--- config.mk ---
export PLATFORM = sky130hd
export DESIGN_NAME = mecanum_joystick_wheel_mixer_top
export DESIGN_NICKNAME = d
export VERILOG_FILES = /design/src/hdl/mjwm_pkg.sv /design/src/hdl/mecanum_joystick_wheel_mixer_top.sv
export SDC_FILE = /design/constraint.sdc
export NUM_CORES = 2
export LEC_CHECK = 0
export BUFFER_PORTS_ARGS = -buffer_cell sky130_fd_sc_hd__buf_2
export CAP_MARGIN = 20
export CELL_PAD_IN_SITES_DETAIL_PLACEMENT = 1
export CELL_PAD_IN_SITES_GLOBAL_PLACEMENT = 1
export CORE_AREA = 5 5 267 269
export CTS_CLUSTER_DIAMETER = 200
export DETAILED_ROUTE_END_ITERATION = 7
export DIE_AREA = 0 0 272 274
export PLACE_DENSITY = 0.88
export SYNTH_ARGS = -nofsm -noshare
export SYNTH_HDL_FRONTEND = slang
export SYNTH_SLANG_ARGS = --single-unit
export TNS_END_PERCENT = 1
--- constraint.sdc ---
create_clock -name clk -period 8.1 [get_ports clk]
set_clock_uncertainty 0.05 [all_clocks]
set_input_delay 2.025 -clock clk [delete_from_list [all_inputs] [get_ports clk]]
set_output_delay 2.025 -clock clk [all_outputs]
set_load 0.005 [all_outputs]
--- src/hdl/mjwm_pkg.sv ---
`timescale 1ns / 1ps
`default_nettype none

package mjwm_pkg;

    // stick request and mixer result
    typedef struct packed {
        logic [11:0] stick_x;
        logic [11:0] stick_y;
        logic [11:0] stick_rotate;
    } stick_t;

    typedef struct packed {
        logic [9:0] wheel_speed_0;
        logic [9:0] wheel_speed_1;
        logic [9:0] wheel_speed_2;
        logic [9:0] wheel_speed_3;
        logic [3:0] direction_mask;
        logic [3:0] sector;
        logic [1:0] turn_state;
    } mix_t;

    // configuration register indexes
    localparam logic [1:0] CFG_DEAD_BAND_LOW  = 2'd0;
    localparam logic [1:0] CFG_DEAD_BAND_HIGH = 2'd1;

    localparam logic [11:0] DEAD_BAND_LOW_RST  = 12'd1800;
    localparam logic [11:0] DEAD_BAND_HIGH_RST = 12'd2300;

    // sector codes
    localparam logic [3:0] SEC_DEAD   = 4'd0;
    localparam logic [3:0] SEC_FWD    = 4'd1;
    localparam logic [3:0] SEC_RIGHT  = 4'd2;
    localparam logic [3:0] SEC_BACK   = 4'd3;
    localparam logic [3:0] SEC_LEFT   = 4'd4;
    localparam logic [3:0] SEC_DIAG5  = 4'd5;
    localparam logic [3:0] SEC_DIAG6  = 4'd6;
    localparam logic [3:0] SEC_DIAG7  = 4'd7;
    localparam logic [3:0] SEC_DIAG8  = 4'd8;
    localparam logic [3:0] SEC_DIAG9  = 4'd9;
    localparam logic [3:0] SEC_DIAG10 = 4'd10;
    localparam logic [3:0] SEC_DIAG11 = 4'd11;
    localparam logic [3:0] SEC_DIAG12 = 4'd12;

    // turn codes
    localparam logic [1:0] TURN_NONE  = 2'd0;
    localparam logic [1:0] TURN_RIGHT = 2'd1;
    localparam logic [1:0] TURN_LEFT  = 2'd2;

    // direction masks
    localparam logic [3:0] MASK_RIGHT_SPIN = 4'hC;
    localparam logic [3:0] MASK_LEFT_SPIN  = 4'h3;
    localparam logic [3:0] MASK_FWD        = 4'h0;
    localparam logic [3:0] MASK_RIGHT      = 4'h6;
    localparam logic [3:0] MASK_BACK       = 4'hF;
    localparam logic [3:0] MASK_LEFT       = 4'h9;

    localparam logic [9:0] SPEED_FULL = 10'd1000;

    // floor(d*1000/1500) = floor(d*87382 / 2^17), exact for d < 2^16
    localparam logic [28:0] SPEED_RECIP = 29'd87382;
    // floor(p/1000) = floor(p*1073742 / 2^30), exact for p < 6e6
    localparam logic [40:0] TRIM_RECIP  = 41'd1073742;

    // distance past the dead band edge, scaled and clamped
    function automatic logic [9:0] axis_speed(input logic [11:0] v,
                                               input logic [11:0] lo,
                                               input logic [11:0] hi);
        logic [11:0] d;
        logic [28:0] p;
        logic [11:0] q;
        if (v >= hi)
        begin
            d = v - hi;
        end
        else if (v <= lo)
        begin
            d = lo - v;
        end
        else
        begin
            d = '0;
        end
        p = {17'b0, d} * SPEED_RECIP;
        q = p[28:17];
        return (q > {2'b0, SPEED_FULL}) ? SPEED_FULL : q[9:0];
    endfunction

    // ordered tests, also used with crossed edges
    function automatic logic [3:0] classify(input logic [11:0] x,
                                             input logic [11:0] y,
                                             input logic [11:0] lo,
                                             input logic [11:0] hi);
        logic xin;
        logic yin;
        logic [3:0] s;
        xin = (x >= lo) && (x <= hi);
        yin = (y >= lo) && (y <= hi);
        if (xin && yin)
            s = SEC_DEAD;
        else if (xin && y >= hi)
            s = SEC_FWD;
        else if (xin && y <= lo)
            s = SEC_BACK;
        else if (x >= hi && yin)
            s = SEC_RIGHT;
        else if (x <= lo && yin)
            s = SEC_LEFT;
        else if (x >= hi && y >= hi)
            s = (x <= y) ? SEC_DIAG6 : SEC_DIAG7;
        else if (x <= lo && y <= lo)
            s = (x <= y) ? SEC_DIAG11 : SEC_DIAG10;
        else if (x <= lo && y >= hi)
            s = ((lo - x) <= (y - hi)) ? SEC_DIAG5 : SEC_DIAG12;
        else if (x >= hi && y <= lo)
            s = ((x - hi) >= (lo - y)) ? SEC_DIAG8 : SEC_DIAG9;
        else
            s = SEC_DEAD;
        return s;
    endfunction

endpackage

`default_nettype wire

--- src/hdl/mecanum_joystick_wheel_mixer_top.sv ---
// a request passes the input, stage 2, stage 3 and result registers to reach mix
// throughput: one request per unstalled cycle, set by the four-stage valid pipeline
// every stage advances on its own, so bubbles close up under a stalled output
// reset (rst_n low, asynchronous): pipeline empty, held direction mask zero,
// dead band edges back to 1800 and 2300
`timescale 1ns / 1ps
`default_nettype none

module mecanum_joystick_wheel_mixer_top
    import mjwm_pkg::*;
(
    input  wire logic        clk,
    input  wire logic        rst_n,
    // stick request channel
    input  wire logic        stick_valid,
    output logic             stick_stall,
    input  wire stick_t      stick,
    // mixer result channel
    output logic             mix_valid,
    input  wire logic        mix_stall,
    output mix_t             mix,
    // configuration write channel
    input  wire logic        cfg_valid,
    output logic             cfg_ready,
    input  wire logic [1:0]  cfg_index,
    input  wire logic [11:0] cfg_data
);

    // ---------------------------------------------------------------
    // configuration registers
    // ---------------------------------------------------------------
    logic [11:0] dead_band_low_reg;
    logic [11:0] dead_band_high_reg;

    // issue writes only while the pipeline is empty; the block does not enforce it
    assign cfg_ready = 1'b1;

    always_ff @(posedge clk or negedge rst_n)
    begin
        if (!rst_n)
        begin
            dead_band_low_reg  <= DEAD_BAND_LOW_RST;
            dead_band_high_reg <= DEAD_BAND_HIGH_RST;
        end
        else if (cfg_valid && cfg_ready)
        begin
            case (cfg_index)
                CFG_DEAD_BAND_LOW:  dead_band_low_reg  <= cfg_data;
                CFG_DEAD_BAND_HIGH: dead_band_high_reg <= cfg_data;
                default:            ;
            endcase
        end
    end

    // ---------------------------------------------------------------
    // pipeline flow control
    // a stage loads when it is empty or its content moves on
    // ---------------------------------------------------------------
    logic s1_valid_reg;
    logic s2_valid_reg;
    logic s3_valid_reg;
    logic out_valid_reg;

    logic load_out;
    logic load_s3;
    logic load_s2;
    logic load_s1;

    assign load_out    = !out_valid_reg || !mix_stall;
    assign load_s3     = !s3_valid_reg  || load_out;
    assign load_s2     = !s2_valid_reg  || load_s3;
    assign load_s1     = !s1_valid_reg  || load_s2;
    assign stick_stall = !load_s1;

    always_ff @(posedge clk or negedge rst_n)
    begin
        if (!rst_n)
        begin
            s1_valid_reg  <= 1'b0;
            s2_valid_reg  <= 1'b0;
            s3_valid_reg  <= 1'b0;
            out_valid_reg <= 1'b0;
        end
        else
        begin
            if (load_s1)
                s1_valid_reg <= stick_valid;
            if (load_s2)
                s2_valid_reg <= s1_valid_reg;
            if (load_s3)
                s3_valid_reg <= s2_valid_reg;
            if (load_out)
                out_valid_reg <= s3_valid_reg;
        end
    end

    // ---------------------------------------------------------------
    // stage 1: input register
    // ---------------------------------------------------------------
    stick_t s1_reg;

    always_ff @(posedge clk)
    begin
        if (load_s1 && stick_valid)
            s1_reg <= stick;
    end

    // ---------------------------------------------------------------
    // stage 2: axis speeds, turn direction, sector
    // ---------------------------------------------------------------
    logic [9:0] sx_next;
    logic [9:0] sy_next;
    logic [9:0] sr_next;
    logic [1:0] turn_next;
    logic [3:0] sec_next;

    always_comb
    begin
        sx_next = axis_speed(s1_reg.stick_x, dead_band_low_reg, dead_band_high_reg);
        sy_next = axis_speed(s1_reg.stick_y, dead_band_low_reg, dead_band_high_reg);
        sr_next = axis_speed(s1_reg.stick_rotate, dead_band_low_reg, dead_band_high_reg);
        // an edge value counts as on the side of that edge
        if (s1_reg.stick_rotate >= dead_band_high_reg)
            turn_next = TURN_RIGHT;
        else if (s1_reg.stick_rotate <= dead_band_low_reg)
            turn_next = TURN_LEFT;
        else
            turn_next = TURN_NONE;
        sec_next = classify(s1_reg.stick_x, s1_reg.stick_y,
                            dead_band_low_reg, dead_band_high_reg);
    end

    logic [9:0] sx2_reg;
    logic [9:0] sy2_reg;
    logic [9:0] sr2_reg;
    logic [1:0] turn2_reg;
    logic [3:0] sec2_reg;

    always_ff @(posedge clk)
    begin
        if (load_s2 && s1_valid_reg)
        begin
            sx2_reg   <= sx_next;
            sy2_reg   <= sy_next;
            sr2_reg   <= sr_next;
            turn2_reg <= turn_next;
            sec2_reg  <= sec_next;
        end
    end

    // ---------------------------------------------------------------
    // stage 3: base speed, sector difference, trim product
    // ---------------------------------------------------------------
    logic        ybase;
    logic [9:0]  base_next;
    logic [9:0]  dv_next;
    logic [9:0]  trim_factor;
    logic [19:0] prod_next;

    always_comb
    begin
        // sectors that take the y speed as the base
        ybase = (sec2_reg inside {SEC_FWD, SEC_BACK, SEC_DIAG5, SEC_DIAG6,
                                  SEC_DIAG9, SEC_DIAG10});
        base_next = ybase ? sy2_reg : sx2_reg;
        // difference clamps at zero
        if (ybase)
            dv_next = (sy2_reg > sx2_reg) ? (sy2_reg - sx2_reg) : '0;
        else
            dv_next = (sx2_reg > sy2_reg) ? (sx2_reg - sy2_reg) : '0;
        trim_factor = SPEED_FULL - sr2_reg;
        prod_next   = {10'b0, base_next} * {10'b0, trim_factor};
    end

    logic [9:0]  base3_reg;
    logic [9:0]  dv3_reg;
    logic [19:0] prod3_reg;
    logic [9:0]  sr3_reg;
    logic [1:0]  turn3_reg;
    logic [3:0]  sec3_reg;

    always_ff @(posedge clk)
    begin
        if (load_s3 && s2_valid_reg)
        begin
            base3_reg <= base_next;
            dv3_reg   <= dv_next;
            prod3_reg <= prod_next;
            sr3_reg   <= sr2_reg;
            turn3_reg <= turn2_reg;
            sec3_reg  <= sec2_reg;
        end
    end

    // ---------------------------------------------------------------
    // stage 4: trim divide by 1000, wheel mixing, direction mask
    // ---------------------------------------------------------------
    logic [3:0]  held_direction_reg;
    logic [40:0] trim_prod;
    logic [9:0]  trimmed;
    logic        flip;
    logic        outer;
    logic [9:0]  first;
    logic [9:0]  second;
    logic [3:0]  mask_next;
    mix_t        mix_next;

    always_comb
    begin
        trim_prod = {21'b0, prod3_reg} * TRIM_RECIP;
        trimmed   = trim_prod[39:30];

        flip  = (sec3_reg inside {SEC_DIAG8, SEC_DIAG9, SEC_DIAG10, SEC_DIAG11});
        outer = (sec3_reg inside {SEC_DIAG5, SEC_DIAG8, SEC_DIAG9, SEC_DIAG12});

        first  = base3_reg;
        second = base3_reg;
        if (turn3_reg == TURN_RIGHT)
        begin
            if (flip)
                first = trimmed;
            else
                second = trimmed;
        end
        else if (turn3_reg == TURN_LEFT)
        begin
            if (flip)
                second = trimmed;
            else
                first = trimmed;
        end

        // direction mask by sector; dead zone keeps the held mask unless a turn spins it
        case (sec3_reg)
            SEC_FWD, SEC_DIAG5, SEC_DIAG6:    mask_next = MASK_FWD;
            SEC_RIGHT, SEC_DIAG7, SEC_DIAG8:  mask_next = MASK_RIGHT;
            SEC_BACK, SEC_DIAG9, SEC_DIAG10:  mask_next = MASK_BACK;
            SEC_LEFT, SEC_DIAG11, SEC_DIAG12: mask_next = MASK_LEFT;
            default:                          mask_next = held_direction_reg;
        endcase

        mix_next.sector     = sec3_reg;
        mix_next.turn_state = turn3_reg;

        if (sec3_reg == SEC_DEAD)
        begin
            // spin in place at the rotation speed
            if (turn3_reg == TURN_RIGHT)
                mask_next = MASK_RIGHT_SPIN;
            else if (turn3_reg == TURN_LEFT)
                mask_next = MASK_LEFT_SPIN;
            mix_next.wheel_speed_0 = sr3_reg;
            mix_next.wheel_speed_1 = sr3_reg;
            mix_next.wheel_speed_2 = sr3_reg;
            mix_next.wheel_speed_3 = sr3_reg;
        end
        else if (sec3_reg inside {SEC_FWD, SEC_BACK})
        begin
            // straight y travel: trim one side pair
            mix_next.wheel_speed_0 = (turn3_reg == TURN_LEFT)  ? trimmed : base3_reg;
            mix_next.wheel_speed_1 = (turn3_reg == TURN_LEFT)  ? trimmed : base3_reg;
            mix_next.wheel_speed_2 = (turn3_reg == TURN_RIGHT) ? trimmed : base3_reg;
            mix_next.wheel_speed_3 = (turn3_reg == TURN_RIGHT) ? trimmed : base3_reg;
        end
        else if (sec3_reg inside {SEC_RIGHT, SEC_LEFT})
        begin
            // straight x travel: trim a diagonal pair
            mix_next.wheel_speed_0 = (turn3_reg == TURN_RIGHT) ? trimmed : base3_reg;
            mix_next.wheel_speed_1 = (turn3_reg == TURN_LEFT)  ? trimmed : base3_reg;
            mix_next.wheel_speed_2 = (turn3_reg == TURN_RIGHT) ? trimmed : base3_reg;
            mix_next.wheel_speed_3 = (turn3_reg == TURN_LEFT)  ? trimmed : base3_reg;
        end
        else if (outer)
        begin
            mix_next.wheel_speed_0 = dv3_reg;
            mix_next.wheel_speed_1 = first;
            mix_next.wheel_speed_2 = second;
            mix_next.wheel_speed_3 = dv3_reg;
        end
        else
        begin
            mix_next.wheel_speed_0 = first;
            mix_next.wheel_speed_1 = dv3_reg;
            mix_next.wheel_speed_2 = dv3_reg;
            mix_next.wheel_speed_3 = second;
        end

        mix_next.direction_mask = mask_next;
    end

    // ---------------------------------------------------------------
    // result register and held direction
    // held mask follows the order in which results leave stage 4
    // ---------------------------------------------------------------
    mix_t out_reg;

    always_ff @(posedge clk or negedge rst_n)
    begin
        if (!rst_n)
        begin
            held_direction_reg <= '0;
        end
        else if (load_out && s3_valid_reg)
        begin
            held_direction_reg <= mask_next;
        end
    end

    always_ff @(posedge clk)
    begin
        if (load_out && s3_valid_reg)
            out_reg <= mix_next;
    end

    assign mix_valid = out_valid_reg;
    assign mix       = out_reg;

endmodule

`default_nettype wire

-- Word-level counts from Yosys, hierarchy flattened
Index checks and enable logic that the tools add are counted.
- $add $sub $neg: 9
- multiply operators: 5
- magnitude comparators: 18
- eq/ne operators: 21
- muxes and demuxes: 39
- reductions and logical operators: 41
- operators with widths (cell ; count):
    $mux 40 ; 4
    $mux 10 ; 12
    $le 12x12->1 ; 7
    $mul 12x16->28 const B ; 3
    $ge 12x12->1 ; 6
    $mux 12 ; 6
    $sub 12x12->12 ; 6
    $mul 20x20->39 const B ; 1
    $gt 12x10->1 const B ; 3
    $mux 4 ; 8
    $eq 4x4->1 const B ; 7
    $eq 4x3->1 const B ; 6
    $gt 10x10->1 ; 2
    $mul 10x10->20 ; 1
    $sub 10x10->10 ; 2
    $pmux 4 s4 ; 1
    $logic_and 1x1->1 ; 15
    $eq 4x2->1 const B ; 3
    $reduce_or 3->1 ; 4
    $sub 10x10->10 const A ; 1
    $eq 4x1->1 const B ; 2
    $reduce_bool 4->1 ; 2
    $logic_not 1->1 ; 6
    $mux 2 ; 3
    13 further kinds ; 22
- register bits after elaboration: 210
- input port bits: 55
- output and inout port bits: 53
- logic and storage cells: 164

-- Logic depth before layout (Yosys ltp)
- word-level depth: 11
- mapped depth: 37
- mapped depth without buffers: 36

-- Least setup slack after synthesis
No wires, ideal clock.
- kind: register -> register
- start point: register dead_band_high_reg[0]
- end point: register sr2_reg[3], data pin
- setup time: 265 ps
- arrival time: 7554 ps
- required time: 7785 ps
- setup slack: 231 ps
- stages on the path, launching flop included: 33
- buffers on the path: 2
- period minus slack after synthesis: 7869 ps
- cell sequence: dfrtp_1 > ha_1 > fa_1 > nand2b_1 > a21oi_1 > a41oi_1 > o22a_1 > a221oi_2 > clkbuf_1 > nor2_1 > clkbuf_1 > a22o_1 > ha_1 > inv_1 > fa_1 > fa_1 > inv_1 > fa_1 > inv_1 > fa_1 > inv_1 > ha_1 > a21o_1 > a21oi_1 > o211ai_1 > a221o_1 > a21o_1 > nand2_1 > o211a_1 > o21ai_0 > a21oi_1 > a2111oi_4 > or3_1
- longest elaborated chain between the ends: 4
- elaborated cells on any way between the ends: 5
- classes of those cells: add/sub (1); mul (1); order compare (2); mux (1)
- ends and longest elaborated chain (element ; RTL line ; source):
    start: declaration ; mecanum_joystick_wheel_mixer_top.sv:33 ; logic [11:0] dead_band_high_reg;
    start signal: assignment ; mecanum_joystick_wheel_mixer_top.sv:49 ; CFG_DEAD_BAND_HIGH: dead_band_high_reg <= cfg_data;
    $sub 12x12->12 or $ge 12x12->1 (tied branches) ; mjwm_pkg.sv:74, mjwm_pkg.sv:72 ;
    $mux 12 * ; mjwm_pkg.sv:72 ; if (v >= hi)
    $mul 12x16->28 * ; mjwm_pkg.sv:84 ; p = {17'b0, d} * SPEED_RECIP;
    $gt 12x10->1 ; mjwm_pkg.sv:86 ; return (q > {2'b0, SPEED_FULL}) ? SPEED_FULL : q[9:0];
    end signal: assignment ; mecanum_joystick_wheel_mixer_top.sv:145 ; sr2_reg <= sr_next;
    end: declaration ; mecanum_joystick_wheel_mixer_top.sv:135 ; logic [9:0] sr2_reg;
Mark *: on every way between the ends. The rest lies on a longest branch, timed or not.
A chain may end at the register's enable or synchronous reset.

-- Worst setup path in the final report
- start point: register s1_reg[29] (netlist name)
- end point: register sx2_reg[2], data pin
- longest elaborated chain between the ends: 5
- elaborated cells on any way between the ends: 8
- classes of those cells: add/sub (2); mul (1); order compare (3); mux (2)
- ends and longest elaborated chain (element ; RTL line ; source):
    start: declaration ; mecanum_joystick_wheel_mixer_top.sv:100 ; stick_t s1_reg;
    start signal: assignment ; mecanum_joystick_wheel_mixer_top.sv:105 ; s1_reg <= stick;
    $sub 12x12->12 or $le 12x12->1 (tied branches) ; mjwm_pkg.sv:78, mjwm_pkg.sv:76 ;
    $mux 12 ; mjwm_pkg.sv:76 ; else if (v <= lo)
    $mux 12 * ; mjwm_pkg.sv:72 ;
    $mul 12x16->28 * ; mjwm_pkg.sv:84 ;
    $gt 12x10->1 ; mjwm_pkg.sv:86 ;
    end signal: assignment ; mecanum_joystick_wheel_mixer_top.sv:143 ; sx2_reg <= sx_next;
    end: declaration ; mecanum_joystick_wheel_mixer_top.sv:133 ; logic [9:0] sx2_reg;
Marked as above.

==> impl_metrics.env <==
export IMPL_outcome="finished, violations left"
export IMPL_violations="design-rule violations, negative setup slack"
export IMPL_gr_usage_met2=0.5257
export IMPL_critPathRequiredTime_ns=8.37
export IMPL_grt_antenna_before_repair=8
export IMPL_cts_clk_slew_worst_paths_ns=0.07
export IMPL_maxCapViolations=0
export IMPL_ys_seq_area_frac=0.1975
export IMPL_finalSetupViolCount=30
export IMPL_drive_above_1_share=0.1485
export IMPL_grt_pass1_vias=30240
export IMPL_hold_violations=0
export IMPL_port_buffer_count=106
export IMPL_hp_class="reg -> reg"
export IMPL_fp_dieH_um=274
export IMPL_synthArstFlopShare=0.1524
export IMPL_synth_area_top_cells="ha_1 (23%), fa_1 (19%), edfxtp_1 (17%)"
export IMPL_grt_max_degree=57
export IMPL_numClockSinks=210
export IMPL_cts_tree="yes"
export IMPL_dieArea_mm2=0.07453
export IMPL_gr_total_overflow=0
export IMPL_fmax_ghz=0.09636
export IMPL_gr_usage_met1=0.3262
export IMPL_drt_iter0_markers=3279
export IMPL_rows=96
export IMPL_busiest_layer="met2"
export IMPL_netlist_cell_type_count=86
export IMPL_num_fill_cells=7707
export IMPL_die_w_um=272
export IMPL_grt_pass1_wl_mm=172.7
export IMPL_yosysTopAreaCellShare=0.2291
export IMPL_initial_utilization=0.4562
export IMPL_fin_ws_ns=-2.277
export IMPL_tightest_slew_ns=1.260
export IMPL_finalMaxSlewViolations=0
export IMPL_layout_nets=4418
export IMPL_ys_flop_type="edfxtp_1"
export IMPL_fp_coreArea_mm2=0.06835
export IMPL_r2r_start="s1_reg[29]"
export IMPL_crit_type="reg -> reg"
export IMPL_use_met3=0.04498
export IMPL_crit_path_start="s1_reg[29]"
export IMPL_grt_util_all_layers=0.2931
export IMPL_syn_inst=3301
export IMPL_cts_max_level=1
export IMPL_rsz0062_at_grt="yes"
export IMPL_yosys_warnings=0
export IMPL_synthToLayoutAreaGrowth_pct=13.39
export IMPL_synth_edff_count=178
export IMPL_fin_util=0.5173
export IMPL_worstSetupEndpointType="register"
export IMPL_routed_wl_mm=134.0
export IMPL_holdBufCountCts=0
export IMPL_wl_per_cell_um=30.40
export IMPL_setup_worst_path_start_class="register"
export IMPL_min_from="turn2_reg[0]"
export IMPL_routed_via_density=6.635
export IMPL_finalCritPeriodShare=1.281
export IMPL_routabilityCongestion=0.9278
export IMPL_place_hpwl_mm=82.74
export IMPL_cts_root_buf="clkbuf_16"
export IMPL_critical_path_peak_fanout=5
export IMPL_first_pass_iters=8
export IMPL_syn_cell_area_mm2=0.03118
export IMPL_synth_nets=4218
export IMPL_cp_arrival_ns=10.65
export IMPL_ys_ff_latch=210
export IMPL_min_period_ns=10.38
export IMPL_dr_total_vias=29250
export IMPL_ant_nets=0
export IMPL_yosys_area_top_type="ha_1"
export IMPL_ios=108
export IMPL_worstSkewPairLatency_ns=0.60
export IMPL_remaining_drc_errors=1
export IMPL_clockBufferDepth=3
export IMPL_synth_area_per_cell_um2=9.446
export IMPL_largest_reg_flops=50
export IMPL_numCtsBuffers=26
export IMPL_relSlewSlack=0.1538
==> logic make-up after synthesis <==
| logic type | Yosys count | synth area share |
|---|---|---|
| other | 1 | 0.0001203 |
| and+or+nand+nor | 728 | 0.1114 |
| muxes | 49 | 0.01709 |
| xor gates and xnor gates | 130 | 0.03652 |
| adders and majority gates | 862 | 0.4160 |
| AOI/OAI and AO/OA | 666 | 0.1424 |
| DFF | 210 | 0.1975 |
| buffers and inverters | 655 | 0.07901 |
==> cell usage after synthesis, drive strengths merged (10+ instances only) <==
| library cell | instances |
|---|---|
| edfxtp | 178 |
| a21oi | 181 |
| xnor2 | 80 |
| dfstp | 11 |
| or2 | 16 |
| nand4 | 43 |
| a211oi | 25 |
| clkbuf | 52 |
| nor3 | 52 |
| a22oi | 22 |
| a221oi | 13 |
| o41ai | 10 |
| nand3 | 38 |
| a22o | 25 |
| a21o | 59 |
| nand2b | 44 |
| or3 | 12 |
| and3 | 19 |
| o22ai | 29 |
| o221ai | 13 |
| mux2i | 18 |
| o21bai | 16 |
| o211ai | 14 |
| o21a | 19 |
| fa | 291 |
| xor2 | 50 |
| dfrtp | 21 |
| inv | 598 |
| o21ai | 145 |
| nor2b | 39 |
| and2 | 20 |
| ha | 571 |
| mux2 | 31 |
| nor3b | 10 |
| nand2 | 199 |
| a21boi | 11 |
| nor2 | 218 |
| a31oi | 21 |
==> metal layers <==
layer / vias up / routed length (µm)
met1: 14170 / 43600
met4: 8 / 14510
met5: - / 128
met3: 1066 / 14360
li1: 11780 / -
met2: 2227 / 61410
==> cell usage in the layout (no fill, tap or decap), types with 17 or more instances in the layout <==
cell / Yosys / layout
inv_1: 596 / 582
ha_1: 571 / 548
fa_1: 291 / 276
nor2_1: 218 / 211
nand2_1: 199 / 195
edfxtp_1: 178 / 178
a21oi_1: 179 / 157
o21ai_0: 138 / 120
buf_4: 1 / 115
buf_2: 0 / 106
xnor2_1: 80 / 67
a21o_1: 59 / 59
xor2_1: 50 / 47
nor3_1: 50 / 45
nand2b_1: 44 / 42
nand4_1: 42 / 42
nor2b_1: 39 / 35
nand3_1: 38 / 34
mux2_2: 31 / 30
o22ai_1: 29 / 26
clkbuf_16: 0 / 26
a21oi_2: 2 / 21
a22oi_1: 22 / 21
dfrtp_1: 21 / 21
a22o_1: 25 / 20
a31oi_1: 21 / 20
o21a_1: 19 / 19
and3_1: 19 / 18
o21ai_1: 7 / 17
==> per-stage QoR <==
stage | worst slack (ns) | hold slack [ns] | instance area (µm²) | TNS (ns) | instances
global route | -2.281 | 0.3963 | 35350 | -35.50 | 4403
global placement | 0.04986 | 0.3531 | 33120 | 0 | 4299
floorplan | 0.2306 | 0.3503 | 31180 | 0 | 3301
CTS | 0.004585 | 0.3858 | 34460 | 0 | 4370
detailed placement | -0.4851 | 0.3711 | 33120 | -9.063 | 4299
finish | -2.277 | 0.4037 | 35360 | -30.32 | 4408
==> worst max-delay path: stages, from the launching register on <==
cell and delay [ns]:
edfxtp_1 0.42, inv_1 0.08, ha_1 0.42, a21oi_1 0.14, o21ai_1 0.98, nor2_1 0.16, xnor2_1 0.95, a22o_1 0.37
ha_1 0.32, inv_1 0.12, fa_1 0.46, fa_1 0.55, fa_1 0.90, inv_2 0.10, fa_1 0.62, ha_4 0.24
a21o_1 0.18, a21o_1 0.18, a211oi_2 0.26, buf_4 0.25, o211a_4 0.24, o31ai_2 0.10, a311oi_2 0.34, o21bai_2 0.31
a21oi_2 0.44, xnor2_2 0.16, o2111a_2 0.21, nor3b_2 0.51
==> layout make-up <==
cell class,count,area (µm²),share of cell area
timing repair buffer,228,1481,0.04190
clock buffer,33,696.9,0.01971
antenna,5,12.51,0.0003539
sequential,210,6160,0.1742
multi-input combinational,2436,23550,0.6659
inverter,599,2256,0.06380
clock inverter,15,102.6,0.002902
tap,882,1104,0.03121
==> final timing paths <==
| kind | slack (ns) | cells after the start | to |
|---|---|---|---|
| setup / recovery | -2.28 | 27 | sx2_reg[2] |
| hold / removal | 0.40 | 0 | turn3_reg[0] |
| setup reg to reg | -2.28 | 27 | sx2_reg[2] |
| hold reg to reg | 0.40 | 0 | turn3_reg[0] |
| max in group asynchronous | 5.95 | 1 | dead_band_low_reg[5] |
| min in group asynchronous | 1.49 | 1 | dead_band_low_reg[7] |
==> repair_timing <==
action / 4_1_cts / 5_1_grt
resized for setup: 87 / 138
endpoints found under the setup margin: 30 / 31
buffers inserted: 23 / 33
cloned: 0 / 0
hold endpoints to repair: 0 / 0
pin swaps: 29 / 89
Power is not shown: default switching activity piles up to over one toggle a cycle in this logic, so the estimate is an artifact.
